$ cat config.mk
export PLATFORM = sky130hd
export DESIGN_NAME = escape_sequence_decoder
export DESIGN_NICKNAME = d
export VERILOG_FILES = /design/src/hw/rtl/esd_pkg.sv /design/src/hw/rtl/escape_sequence_decoder.sv /design/src/hw/rtl/esd_front.sv /design/src/hw/rtl/esd_queue.sv /design/src/hw/rtl/esd_back.sv
export SDC_FILE = /design/constraint.sdc
export NUM_CORES = 1
export LEC_CHECK = 0
export ABC_AREA = 1
export CAP_MARGIN = 15
export CORE_ASPECT_RATIO = 1.5
export CORE_MARGIN = 10
export CORE_UTILIZATION = 60
export CTS_BUF_LIST = sky130_fd_sc_hd__clkbuf_4
export CTS_CLUSTER_SIZE = 24
export DETAILED_ROUTE_END_ITERATION = 12
export DONT_BUFFER_PORTS = 1
export MAX_ROUTING_LAYER = met4
export PLACE_DENSITY_LB_ADDON = 0.3
export SLEW_MARGIN = 20
export SYNTH_ARGS = -nofsm -noshare
export SYNTH_HDL_FRONTEND = slang
export SYNTH_SLANG_ARGS = --single-unit
$ cat constraint.sdc
create_clock -name clock -period 7.3 [get_ports clock]
set_input_delay 0.73 -clock clock [delete_from_list [all_inputs] [get_ports clock]]
set_output_delay 0.73 -clock clock [all_outputs]
set_load 0.005 [all_outputs]
$ cat src/hw/rtl/esd_pkg.sv
// shared types and constants for the escape sequence decoder
`timescale 1ns / 1ps
`default_nettype none

package esd_pkg;

   localparam int unsigned QUEUE_DEPTH = 4;
   localparam int unsigned MAX_OUT     = 4;

   localparam logic [7:0] BSLASH     = 8'h5C;
   localparam logic [7:0] ESC_CODE   = 8'h1B;
   localparam logic [7:0] CASE_BIT   = 8'h20;
   localparam logic [7:0] HEX_OFFSET = 8'd10;

   typedef struct packed {
      logic [MAX_OUT-1:0][7:0] bytes;
      logic [2:0]              count;
      logic                    fin;
   } bundle_type;

endpackage

`default_nettype wire

$ cat src/hw/rtl/escape_sequence_decoder.sv
// Backslash escape decoder for a byte stream.
// Input side is a queue: a transaction is taken when req_push is high and
// req_full is low; req_data_byte carries one character, req_final_byte
// marks the last character of a string. Output side is a queue too: the
// oldest decoded byte sits on rsp_out_byte while rsp_empty is low and is
// taken when rsp_pop is high. rsp_run_last flags the last byte produced by
// one input transaction, rsp_string_done the last byte of the string.
// One input byte is accepted per cycle while req_full is low. Each input
// produces zero to four output bytes; these leave one per cycle on
// rsp_pop, so the output rate sets the sustained input rate when escapes
// expand. Results are registered in a bundle queue of QUEUE_DEPTH
// entries, which decouples the two sides: if the receiver stalls the
// input keeps flowing until the queue fills, then req_full rises.
// Synchronous reset empties the queue and returns the decoder to plain text.
`timescale 1ns / 1ps
`default_nettype none

module escape_sequence_decoder #(
   parameter int unsigned QUEUE_DEPTH = esd_pkg::QUEUE_DEPTH
) (
   input  wire        clock,
   input  wire        reset,
   input  wire        req_push,
   output logic       req_full,
   input  wire  [7:0] req_data_byte,
   input  wire        req_final_byte,
   output logic       rsp_empty,
   input  wire        rsp_pop,
   output logic [7:0] rsp_out_byte,
   output logic       rsp_run_last,
   output logic       rsp_string_done
);
   import esd_pkg::*;

   bundle_type wr_bundle, head_bundle;
   logic       wr_valid, head_pop, accept;

   assign accept = req_push && !req_full;

   esd_front u_front (
      .clock        (clock),
      .reset        (reset),
      .accept       (accept),
      .data_byte    (req_data_byte),
      .final_byte   (req_final_byte),
      .bundle       (wr_bundle),
      .bundle_valid (wr_valid)
   );

   esd_queue #(
      .DEPTH (QUEUE_DEPTH)
   ) u_queue (
      .clock   (clock),
      .reset   (reset),
      .wr_en   (wr_valid),
      .wr_data (wr_bundle),
      .rd_en   (head_pop),
      .rd_data (head_bundle),
      .full    (req_full),
      .empty   (rsp_empty)
   );

   esd_back u_back (
      .clock       (clock),
      .reset       (reset),
      .head        (head_bundle),
      .head_empty  (rsp_empty),
      .head_pop    (head_pop),
      .pop         (rsp_pop),
      .out_byte    (rsp_out_byte),
      .run_last    (rsp_run_last),
      .string_done (rsp_string_done)
   );

endmodule

`default_nettype wire

$ cat src/hw/rtl/esd_front.sv
// front end: classifies each input byte and builds its bundle of output bytes
`timescale 1ns / 1ps
`default_nettype none

module esd_front (
   input  wire                clock,
   input  wire                reset,
   input  wire                accept,
   input  wire  [7:0]         data_byte,
   input  wire                final_byte,
   output esd_pkg::bundle_type bundle,
   output logic               bundle_valid
);
   import esd_pkg::*;

   typedef enum logic [4:0] {
      PH_PLAIN = 5'b00001,
      PH_ESC   = 5'b00010,
      PH_HEX1  = 5'b00100,
      PH_HEX2  = 5'b01000,
      PH_OCT   = 5'b10000
   } phase_type;

   phase_type  phase_ff, phase_in;
   logic [7:0] held_ff, held_in;
   logic [7:0] oval_ff, oval_in;
   logic [1:0] seen_ff, seen_in;
   bundle_type b;

   function automatic bundle_type put(bundle_type cur, logic [7:0] v);
      bundle_type r;
      r = cur;
      if (cur.count < 3'(MAX_OUT)) begin
         r.bytes[cur.count[1:0]] = v;
         r.count = cur.count + 3'd1;
      end
      return r;
   endfunction

   function automatic logic is_hex(logic [7:0] c);
      return (c >= "0" && c <= "9") || (c >= "a" && c <= "f") || (c >= "A" && c <= "F");
   endfunction

   function automatic logic [3:0] hex_val(logic [7:0] c);
      logic [7:0] t;
      if (c >= "0" && c <= "9") begin
         t = c - "0";
      end else begin
         t = (c | CASE_BIT) - "a" + HEX_OFFSET;
      end
      return t[3:0];
   endfunction

   function automatic logic is_oct(logic [7:0] c);
      return c >= "0" && c <= "7";
   endfunction

   always_comb begin
      logic [7:0] c;
      logic       tail_plain;
      logic [1:0] seen_inc;
      c          = data_byte;
      tail_plain = 1'b0;
      seen_inc   = seen_ff + 2'd1;
      phase_in   = phase_ff;
      held_in    = held_ff;
      oval_in    = oval_ff;
      seen_in    = seen_ff;
      b          = '0;
      b.fin      = final_byte;
      unique case (phase_ff)
         PH_ESC: begin
            phase_in = PH_PLAIN;
            unique case (c)
               BSLASH: b = put(b, BSLASH);
               "n":    b = put(b, 8'h0A);
               "t":    b = put(b, 8'h09);
               "a":    b = put(b, 8'h07);
               "b":    b = put(b, 8'h08);
               "f":    b = put(b, 8'h0C);
               "r":    b = put(b, 8'h0D);
               "v":    b = put(b, 8'h0B);
               "e":    b = put(b, ESC_CODE);
               "x":    phase_in = PH_HEX1;
               default: begin
                  if (is_oct(c)) begin
                     phase_in = PH_OCT;
                     oval_in  = c - "0";
                     seen_in  = 2'd1;
                  end else begin
                     b          = put(b, BSLASH);
                     tail_plain = 1'b1;
                  end
               end
            endcase
         end
         PH_HEX1: begin
            if (is_hex(c)) begin
               held_in  = c;
               phase_in = PH_HEX2;
            end else begin
               phase_in   = PH_PLAIN;
               b          = put(b, BSLASH);
               b          = put(b, "x");
               tail_plain = 1'b1;
            end
         end
         PH_HEX2: begin
            phase_in = PH_PLAIN;
            if (is_hex(c)) begin
               b = put(b, {hex_val(held_ff), hex_val(c)});
            end else begin
               b          = put(b, BSLASH);
               b          = put(b, "x");
               b          = put(b, held_ff);
               tail_plain = 1'b1;
            end
            held_in = '0;
         end
         PH_OCT: begin
            if (is_oct(c)) begin
               oval_in = {oval_ff[4:0], 3'b000} + (c - "0");
               seen_in = seen_inc;
               if (seen_inc == 2'd3 || seen_inc == 2'd0) begin
                  b        = put(b, oval_in);
                  phase_in = PH_PLAIN;
                  oval_in  = '0;
                  seen_in  = '0;
               end
            end else begin
               b          = put(b, oval_ff);
               phase_in   = PH_PLAIN;
               oval_in    = '0;
               seen_in    = '0;
               tail_plain = 1'b1;
            end
         end
         default: begin
            phase_in   = PH_PLAIN;
            tail_plain = 1'b1;
         end
      endcase

      if (tail_plain) begin
         if (c == BSLASH) begin
            phase_in = PH_ESC;
         end else begin
            b = put(b, c);
         end
      end

      if (final_byte) begin
         unique case (phase_in)
            PH_ESC: b = put(b, BSLASH);
            PH_HEX1: begin
               b = put(b, BSLASH);
               b = put(b, "x");
            end
            PH_HEX2: begin
               b = put(b, BSLASH);
               b = put(b, "x");
               b = put(b, held_in);
            end
            PH_OCT:  b = put(b, oval_in);
            default: ;
         endcase
         phase_in = PH_PLAIN;
         held_in  = '0;
         oval_in  = '0;
         seen_in  = '0;
      end
   end

   always_ff @(posedge clock) begin
      if (reset) begin
         phase_ff <= PH_PLAIN;
         held_ff  <= '0;
         oval_ff  <= '0;
         seen_ff  <= '0;
      end else if (accept) begin
         phase_ff <= phase_in;
         held_ff  <= held_in;
         oval_ff  <= oval_in;
         seen_ff  <= seen_in;
      end
   end

   assign bundle       = b;
   assign bundle_valid = accept && (b.count != 3'd0);

endmodule

`default_nettype wire

$ cat src/hw/rtl/esd_queue.sv
// short queue of output bundles between front and back
`timescale 1ns / 1ps
`default_nettype none

module esd_queue #(
   parameter int unsigned DEPTH = esd_pkg::QUEUE_DEPTH
) (
   input  wire                      clock,
   input  wire                      reset,
   input  wire                      wr_en,
   input  wire esd_pkg::bundle_type wr_data,
   input  wire                      rd_en,
   output esd_pkg::bundle_type      rd_data,
   output logic                     full,
   output logic                     empty
);
   import esd_pkg::*;

   localparam int unsigned PW = (DEPTH > 1) ? $clog2(DEPTH) : 1;
   localparam int unsigned CW = $clog2(DEPTH + 1);

   bundle_type     entries_ff [DEPTH];
   logic [PW-1:0]  wptr_ff, wptr_in;
   logic [PW-1:0]  rptr_ff, rptr_in;
   logic [CW-1:0]  cnt_ff, cnt_in;
   logic           do_wr, do_rd;

   assign full  = (cnt_ff == CW'(DEPTH));
   assign empty = (cnt_ff == '0);
   assign do_wr = wr_en && !full;
   assign do_rd = rd_en && !empty;
   assign rd_data = entries_ff[rptr_ff];

   always_comb begin
      wptr_in = wptr_ff;
      rptr_in = rptr_ff;
      cnt_in  = cnt_ff;
      if (do_wr) begin
         wptr_in = (wptr_ff == PW'(DEPTH - 1)) ? '0 : wptr_ff + PW'(1);
      end
      if (do_rd) begin
         rptr_in = (rptr_ff == PW'(DEPTH - 1)) ? '0 : rptr_ff + PW'(1);
      end
      if (do_wr && !do_rd) begin
         cnt_in = cnt_ff + CW'(1);
      end else if (do_rd && !do_wr) begin
         cnt_in = cnt_ff - CW'(1);
      end
   end

   always_ff @(posedge clock) begin
      if (reset) begin
         wptr_ff <= '0;
         rptr_ff <= '0;
         cnt_ff  <= '0;
      end else begin
         wptr_ff <= wptr_in;
         rptr_ff <= rptr_in;
         cnt_ff  <= cnt_in;
      end
   end

   always_ff @(posedge clock) begin
      if (do_wr) begin
         entries_ff[wptr_ff] <= wr_data;
      end
   end

endmodule

`default_nettype wire

$ cat src/hw/rtl/esd_back.sv
// back end: serializes each bundle into single-byte transactions
`timescale 1ns / 1ps
`default_nettype none

module esd_back (
   input  wire                      clock,
   input  wire                      reset,
   input  wire esd_pkg::bundle_type head,
   input  wire                      head_empty,
   output logic                     head_pop,
   input  wire                      pop,
   output logic [7:0]               out_byte,
   output logic                     run_last,
   output logic                     string_done
);
   import esd_pkg::*;

   logic [1:0] idx_ff, idx_in;
   logic       take;

   assign take        = pop && !head_empty;
   assign out_byte    = head.bytes[idx_ff];
   assign run_last    = ({1'b0, idx_ff} + 3'd1) == head.count;
   assign string_done = run_last && head.fin;
   assign head_pop    = take && run_last;

   always_comb begin
      idx_in = idx_ff;
      if (take) begin
         idx_in = run_last ? 2'd0 : idx_ff + 2'd1;
      end
   end

   always_ff @(posedge clock) begin
      if (reset) begin
         idx_ff <= '0;
      end else begin
         idx_ff <= idx_in;
      end
   end

endmodule

`default_nettype wire
Word level (Yosys, flattened, before mapping)
Memory sizes are Yosys's and may differ from the RTL's. A register that Yosys moved wholly into a read port is not among the register bits.
Index checks and enable logic that the tools add are counted.
W data, S select, Z words.
{"block": "op_classes", "n_addsub": 22, "magnitude_cmp": 34, "n_eq_ne": 25, "mux": 92, "bitwise": 15, "n_reduce_logical": 38}
{"operator": "$mux W35", "count": 17}
{"operator": "$pmux W36 S10", "count": 1}
{"operator": "$pmux W36 S4", "count": 2}
{"operator": "$mux W36", "count": 5}
{"operator": "$bwmux W32", "count": 4}
{"operator": "$demux W8 S2", "count": 8}
{"operator": "$mux W8", "count": 16}
{"operator": "$eq A8 B7 Y1 const B", "count": 10}
{"operator": "$not A16 Y16", "count": 5}
{"operator": "$and A16 B16 Y16", "count": 3}
{"operator": "$or A16 B16 Y16", "count": 3}
{"operator": "$mux W11", "count": 4}
{"operator": "$and A4 B16 Y16", "count": 2}
{"operator": "$or A4 B16 Y16", "count": 2}
{"operator": "$pmux W8 S2", "count": 2}
{"operator": "$mux W5", "count": 6}
{"operator": "$add A3 B1 Y3 const B", "count": 9}
{"operator": "$lt A2 B3 Y1 const B", "count": 9}
{"operator": "$le A8 B6 Y1 const B", "count": 3}
{"operator": "$lt A3 B3 Y1 const B", "count": 8}
{"operator": "$mux W12", "count": 2}
{"operator": "$logic_and A1 B1 Y1", "count": 22}
{"operator": "$mux W2", "count": 10}
{"operator": "$bmux W8 S2", "count": 1}
{"operator": "other kinds (37)", "count": 72}
{"block": "totals", "ff_bits": 32, "ram_bits": 144, "inputBits": 13, "output_inout_bits": 12, "elab_cells": 235, "n_memories": 1}
{"name": "u_queue.entries_ff", "words": 4, "word_bits": 36, "rd": 1, "rd_clocked_by_memory_dff": 1, "wr": 1, "line": "esd_queue.sv:22", "rtl": "bundle_type entries_ff [DEPTH];"}

Depth between registers and ports, before layout
{"block": "depth", "word_depth": 64, "mapped_depth": 38}

Modules after synthesis
From an unflattened synthesis, not the netlist that was laid out.
{"block": "hier_totals", "cells_unflattened": 1284, "area_unflattened_um2": 10686.5}
{"mod": "esd_queue", "n_inst": 1, "cells_per_inst": 419, "area_per_inst_um2": 5871.9, "seq_area_each_um2": 4504.3}
{"mod": "esd_front", "n_inst": 1, "cells_per_inst": 784, "area_per_inst_um2": 4369.2, "seq_area_each_um2": 460.4}
{"mod": "esd_back", "n_inst": 1, "cells_per_inst": 79, "area_per_inst_um2": 435.4, "seq_area_each_um2": 40.0}
{"mod": "escape_sequence_decoder", "n_inst": 1, "cells_per_inst": 2, "area_per_inst_um2": 10.0, "seq_area_each_um2": 0.0}

Least setup slack after synthesis
OpenSTA, ideal clock, no wires.
{"block": "synth_path", "kind": "in2reg", "startpoint": "in req_data_byte[3]", "endpoint": "mem u_queue.entries_ff[0][0] (netlist name), enable pin", "t_arrival_ps": 5424, "t_required_ps": 6871, "path_slack_ps": 1447, "cell_stages": 31, "path_cell_list": "buf_4 inv_4 nand2_2 nor2_1 nand2_2 nand2_4 nand3_2 nand2_2 nand3_2 ha_1 nand2_1 nand2_1 inv_1 nand2_1 inv_1 ha_1 nand2_1 nand2_1 inv_1 ha_1 nand2_1 nand2_2 ha_1 inv_1 nor2_1 nor2_1 nand3_1 nand2_2 nand3_4 nand2_1 nor2_1"}
{"block": "synth_via", "elab_chain_len": 27}
{"element": "start: declaration", "line": "escape_sequence_decoder.sv:25", "rtl": "input wire [7:0] req_data_byte,"}
{"element": "branches (longest 21 deep; another with $ge A8 B6 Y1)"}
{"element": "$mux W36 *", "line": "esd_front.sv:152", "rtl": "if (final_byte) begin"}
{"element": "$reduce_bool A3 Y1 *", "line": "esd_front.sv:189", "rtl": "assign bundle_valid = accept && (b.count != 3'd0);"}
{"element": "$logic_and A1 B1 Y1 *", "line": "esd_front.sv:189"}
{"element": "$logic_and A1 B1 Y1 *", "line": "esd_queue.sv:30", "rtl": "assign do_wr = wr_en && !full;"}
{"element": "$mux W1 *", "line": "esd_queue.sv:64", "rtl": "if (do_wr) begin"}
{"element": "$mux W1 (not written as such) *", "line": "esd_queue.sv:65", "rtl": "entries_ff[wptr_ff] <= wr_data;"}
{"element": "end: declaration", "line": "esd_queue.sv:22"}
Every way passes the cells marked *. The select of a mux whose other input is x is not followed.

Worst setup path in the final report
{"block": "layout_path", "startpoint": "reg u_front.seen_ff[0]", "endpoint": "reg u_queue.cnt_ff[2]"}
{"block": "layout_via", "elab_chain_len": 28}
{"element": "start: declaration", "line": "esd_front.sv:27", "rtl": "logic [1:0] seen_ff, seen_in;"}
{"element": "start signal: assignment", "line": "esd_front.sv:184", "rtl": "seen_ff <= seen_in;"}
{"element": "$add A2 B1 Y2 *", "line": "esd_front.sv:64", "rtl": "seen_inc = seen_ff + 2'd1;"}
{"element": "$eq A2 B2 Y1 or $logic_not A2 Y1 (tied branches)", "line": "esd_front.sv:124", "rtl": "if (seen_inc == 2'd3 || seen_inc == 2'd0) begin"}
{"element": "$logic_or A1 B1 Y1 *", "line": "esd_front.sv:124"}
{"element": "$mux W12", "line": "esd_front.sv:124"}
{"element": "$mux W12", "line": "esd_front.sv:121", "rtl": "if (is_oct(c)) begin"}
{"element": "$pmux W36 S4", "line": "esd_front.sv:71", "rtl": "unique case (phase_ff)"}
{"element": "$add A3 B1 Y3 or $lt A3 B3 Y1 (tied branches)", "line": "esd_front.sv:35, esd_front.sv:33"}
{"element": "$mux W35", "line": "esd_front.sv:33", "rtl": "if (cur.count < 3'(MAX_OUT)) begin"}
{"element": "(+13 left out)"}
{"element": "$mux W36 *", "line": "esd_front.sv:152"}
{"element": "$reduce_bool A3 Y1 *", "line": "esd_front.sv:189"}
{"element": "$logic_and A1 B1 Y1 *", "line": "esd_front.sv:189"}
{"element": "$logic_and A1 B1 Y1 *", "line": "esd_queue.sv:30"}
{"element": "via u_queue.do_wr", "line": "esd_queue.sv:26", "rtl": "logic do_wr, do_rd;"}
{"element": "$logic_not A1 Y1", "line": "esd_queue.sv:46", "rtl": "end else if (do_rd && !do_wr) begin"}
{"element": "$logic_and A1 B1 Y1", "line": "esd_queue.sv:46"}
{"element": "$reduce_bool A2 Y1 (no line)"}
{"element": "end signal: assignment", "line": "esd_queue.sv:59", "rtl": "cnt_ff <= cnt_in;"}
{"element": "end: declaration", "line": "esd_queue.sv:25", "rtl": "logic [CW-1:0] cnt_ff, cnt_in;"}
Mark *: on every way through the listed nets, which the timed path passes. The rest lies on a longest branch. The select of a mux whose other input is x is not followed.
A chain may end at the register's enable or synchronous reset.

==> flow_metrics.env <==
export IMPL_die_h_microns=180
export IMPL_ant_nets=0
export IMPL_seqPwrFrac=0.510
export IMPL_vias=8670
export IMPL_setup_viol=0
export IMPL_dr_pass1_iters=7
export IMPL_post_route_util=0.641
export IMPL_htreeDepth=4
export IMPL_fin_crit_sh=0.807
export IMPL_grt_pass1_vias=8422
export IMPL_clock_sinks=178
export IMPL_min_path_cells=1
export IMPL_syn_area_per_cell_sq_um=8.79
export IMPL_finalCriticalPeriod_ns=5.89
export IMPL_hold_violations=0
export IMPL_use_met2=0.435
export IMPL_fin_nets=1212
export IMPL_synth_fp_nets=1226
export IMPL_slowest_delay_ns=0.55
export IMPL_power_density_mw_per_mm2=226
export IMPL_grt_pass1_wl_microns=45600
export IMPL_cts_buffer_depth=2
export IMPL_coreArea_sq_mm=0.0168
export IMPL_post_cts_buffers=0
export IMPL_reg2reg_to="u_queue.cnt_ff[2]"
export IMPL_worstSetupEndpointType="register"
export IMPL_status="finished, final reports clean"
export IMPL_place_area_sq_mm=0.0105
export IMPL_grt_max_degree=74
export IMPL_critPathArrivalTime_ns=6.39
export IMPL_worst_pin_slew_ns=0.885
export IMPL_drc_errors=0
export IMPL_overflow=0
export IMPL_stdcell_area_sq_mm=0.0107
export IMPL_async_reset_ff_frac=0
export IMPL_slowest_stage="xnor2_1"
export IMPL_fin_hold_ws_ns=0.180
export IMPL_worst_hold_path_endpoint="u_front.oval_ff[5]"
export IMPL_r2r_start="u_front.seen_ff[0]"
export IMPL_use_met1=0.284
export IMPL_crit_type="reg -> reg"
export IMPL_fillerInstances=1422
export IMPL_via_per_inst=6.29
export IMPL_sw_frac_of_total=0.365
export IMPL_start_kind="register"
export IMPL_ys_flop_type="edfxtp_1"
export IMPL_power_internal_mw=1.54
export IMPL_drv_slew=0
export IMPL_synth_seq_area_share=0.487
export IMPL_synth_seq_cells=178
export IMPL_wl_per_cell_microns=21.1
export IMPL_relSlewSlack=0.410
export IMPL_yosys_warnings=0
export IMPL_grt_busiest_layer="met2"
export IMPL_grt_setup_unrepaired="no"
export IMPL_skew_ns=0.0347
export IMPL_initial_core_util=0.613
export IMPL_drive_above_1_share=0.0950
export IMPL_clock_latency_ns=0.58
export IMPL_hp_start="reset"
export IMPL_pwr_share_comb=0.263
export IMPL_r2r_slack_ns=1.41
export IMPL_leakage_nw=4.13
export IMPL_numCtsBuffers=17
export IMPL_grtUsageMet3=0.0465
export IMPL_place_ws_ns=1.50
export IMPL_max_freq_mhz=170
export IMPL_cts_hold_buf=0
export IMPL_clk_pin_slew_ns=0.18
export IMPL_vdd_ir_drop_worst_uv=188
export IMPL_row_count=58
export IMPL_drt_total_wl_microns=29100
export IMPL_hold_path_class="in -> reg"
export IMPL_fin_setup_tns_ns=0
export IMPL_syn_to_final_growth_pct=4.59
export IMPL_netlist_area_sq_mm=0.0103
export IMPL_p_clk_frac=0.227
export IMPL_worstPathRequired_ns=7.80
export IMPL_cap_violations=0
export IMPL_dieArea_sq_mm=0.0229
export IMPL_first_iter_violations=1245
export IMPL_root_buffer="clkbuf_4"
export IMPL_track_usage=0.259
export IMPL_finalWeightedCongestion=1.12
export IMPL_port_buffer_count=0
export IMPL_synth_edff_count=144
export IMPL_dp_final_hpwl_microns=20900
export IMPL_fin_ws_ns=1.41
export IMPL_synthCells=1169
export IMPL_critPathBufInv=7
export IMPL_path_delay_family="adder cells"
export IMPL_pin_count=25
export IMPL_reg2reg_depth=35
export IMPL_cts_tree="built"
export IMPL_p_switching_mw=0.885
export IMPL_cts_resized=0
export IMPL_antenna_found_initial=1
export IMPL_die_w_microns=127
export IMPL_synth_cell_type_count=52
export IMPL_cp_max_fo=7
[power groups by stage]
stage | Combinational [mW] | Clock [mW] | Sequential (mW)
final | 0.639 | 0.550 | 1.24
after global routing | 0.716 | 0.604 | 1.25
after CTS | 0.643 | 0.556 | 1.24
after detailed placement | 0.642 | 0 | 1.26
after global placement | 0.621 | 0 | 1.26
after floorplan | 0.469 | 0 | 1.25
[registers in the layout (all words and copies together), names as in the netlist, named ones only]
| name | flops |
|---|---|
| u_queue.wptr_ff | 2 |
| u_front.phase_ff | 5 |
| u_queue.rptr_ff | 2 |
| u_queue.entries_ff | 144 |
| u_back.idx_ff | 2 |
| u_queue.cnt_ff | 3 |
| u_front.oval_ff | 8 |
| u_front.held_ff | 8 |
| u_front.seen_ff | 2 |
[final cells by class]
cell class	count	area, sq um	area share
Tap cell	210	263	0.0245
Inverter	126	478	0.0445
Antenna cell	1	2.50	0.000233
Multi-Input combinational cell	821	4620	0.430
Clock inverter	15	161	0.0150
Timing Repair Buffer	11	82.6	0.00769
Sequential cell	178	5010	0.466
Clock buffer	17	128	0.0119
[cell usage in the layout, fill, tap and decap left out, types with 14 or more instances in the layout]
cell type / n
nand2_1: 198
edfxtp_1: 144
nor2_1: 135
o21ai_0: 132
inv_1: 112
a21oi_1: 57
nand3_1: 48
ha_1: 42
dfxtp_1: 33
o22ai_1: 26
o211ai_1: 25
o221ai_1: 24
clkbuf_4: 17
nand2_2: 14
[cells in the mapped netlist (all sizes together), types with 3 or more instances]
master | n | area, sq um
nand2 | 218 | 898
a221oi | 4 | 35.0
a21oi | 60 | 319
clkinv | 3 | 11.3
o32ai | 3 | 26.3
ha | 42 | 526
clkbuf | 33 | 124
dfxtp | 34 | 681
nor2 | 152 | 623
nor3 | 10 | 50.1
xor2 | 10 | 87.6
a31oi | 3 | 18.8
a22oi | 7 | 52.6
a211oi | 4 | 30.0
o221ai | 24 | 210
inv | 123 | 467
nand3 | 56 | 335
buf | 11 | 72.6
o22ai | 26 | 163
xnor2 | 3 | 26.3
edfxtp | 144 | 4320
nand4 | 17 | 140
o21ai | 142 | 714
o211ai | 25 | 188
[through the flow]
step,power [mW],cells
after CTS,2.44,1378
after detailed placement,1.90,1346
after floorplan,1.72,1169
final,2.43,1379
after global routing,2.57,1379
after global placement,1.88,1346
[cells by family (layout without fill, tap and decap cells)]
| group | Yosys count | in the layout | share of synthesized area |
|---|---|---|---|
| buf+inv | 170 | 169 | 0.0657 |
| xor+xnor | 13 | 13 | 0.0111 |
| simple gates | 456 | 456 | 0.201 |
| fa+ha+maj | 44 | 44 | 0.0551 |
| other cells | 0 | 1 | 0 |
| mux | 2 | 2 | 0.00195 |
| flops | 178 | 178 | 0.487 |
| compound gates | 306 | 306 | 0.178 |
[layer usage]
metal / part of all wire / wire [microns] / vias up
met2: 0.50 / 14700 / 436
met5: 0 / 0 / -
met1: 0.36 / 10500 / 4030
li1: - / - / 4061
met3: 0.076 / 2200 / 143
met4: 0.060 / 1760 / 0
[worst max path at each step]
| stage | start | end | slack [ns] | depth (start not counted) |
|---|---|---|---|---|
| 6_report | u_front.seen_ff[0] | u_queue.cnt_ff[2] | 1.41 | 35 |
| 2_1_floorplan | req_data_byte[3] | u_queue.entries_ff[0][0] | 1.45 | 31 |
| 3_5_place_dp | req_data_byte[1] | u_queue.cnt_ff[2] | 1.50 | 36 |
| 5_1_grt | u_front.seen_ff[0] | u_queue.cnt_ff[2] | 0.96 | 35 |
| 3_3_place_gp | req_data_byte[1] | u_queue.entries_ff[1][18] | 1.65 | 30 |
| 4_1_cts | u_front.seen_ff[0] | u_queue.entries_ff[1][31] | 1.54 | 29 |
Note: power is estimated with default switching activity, not from simulation.
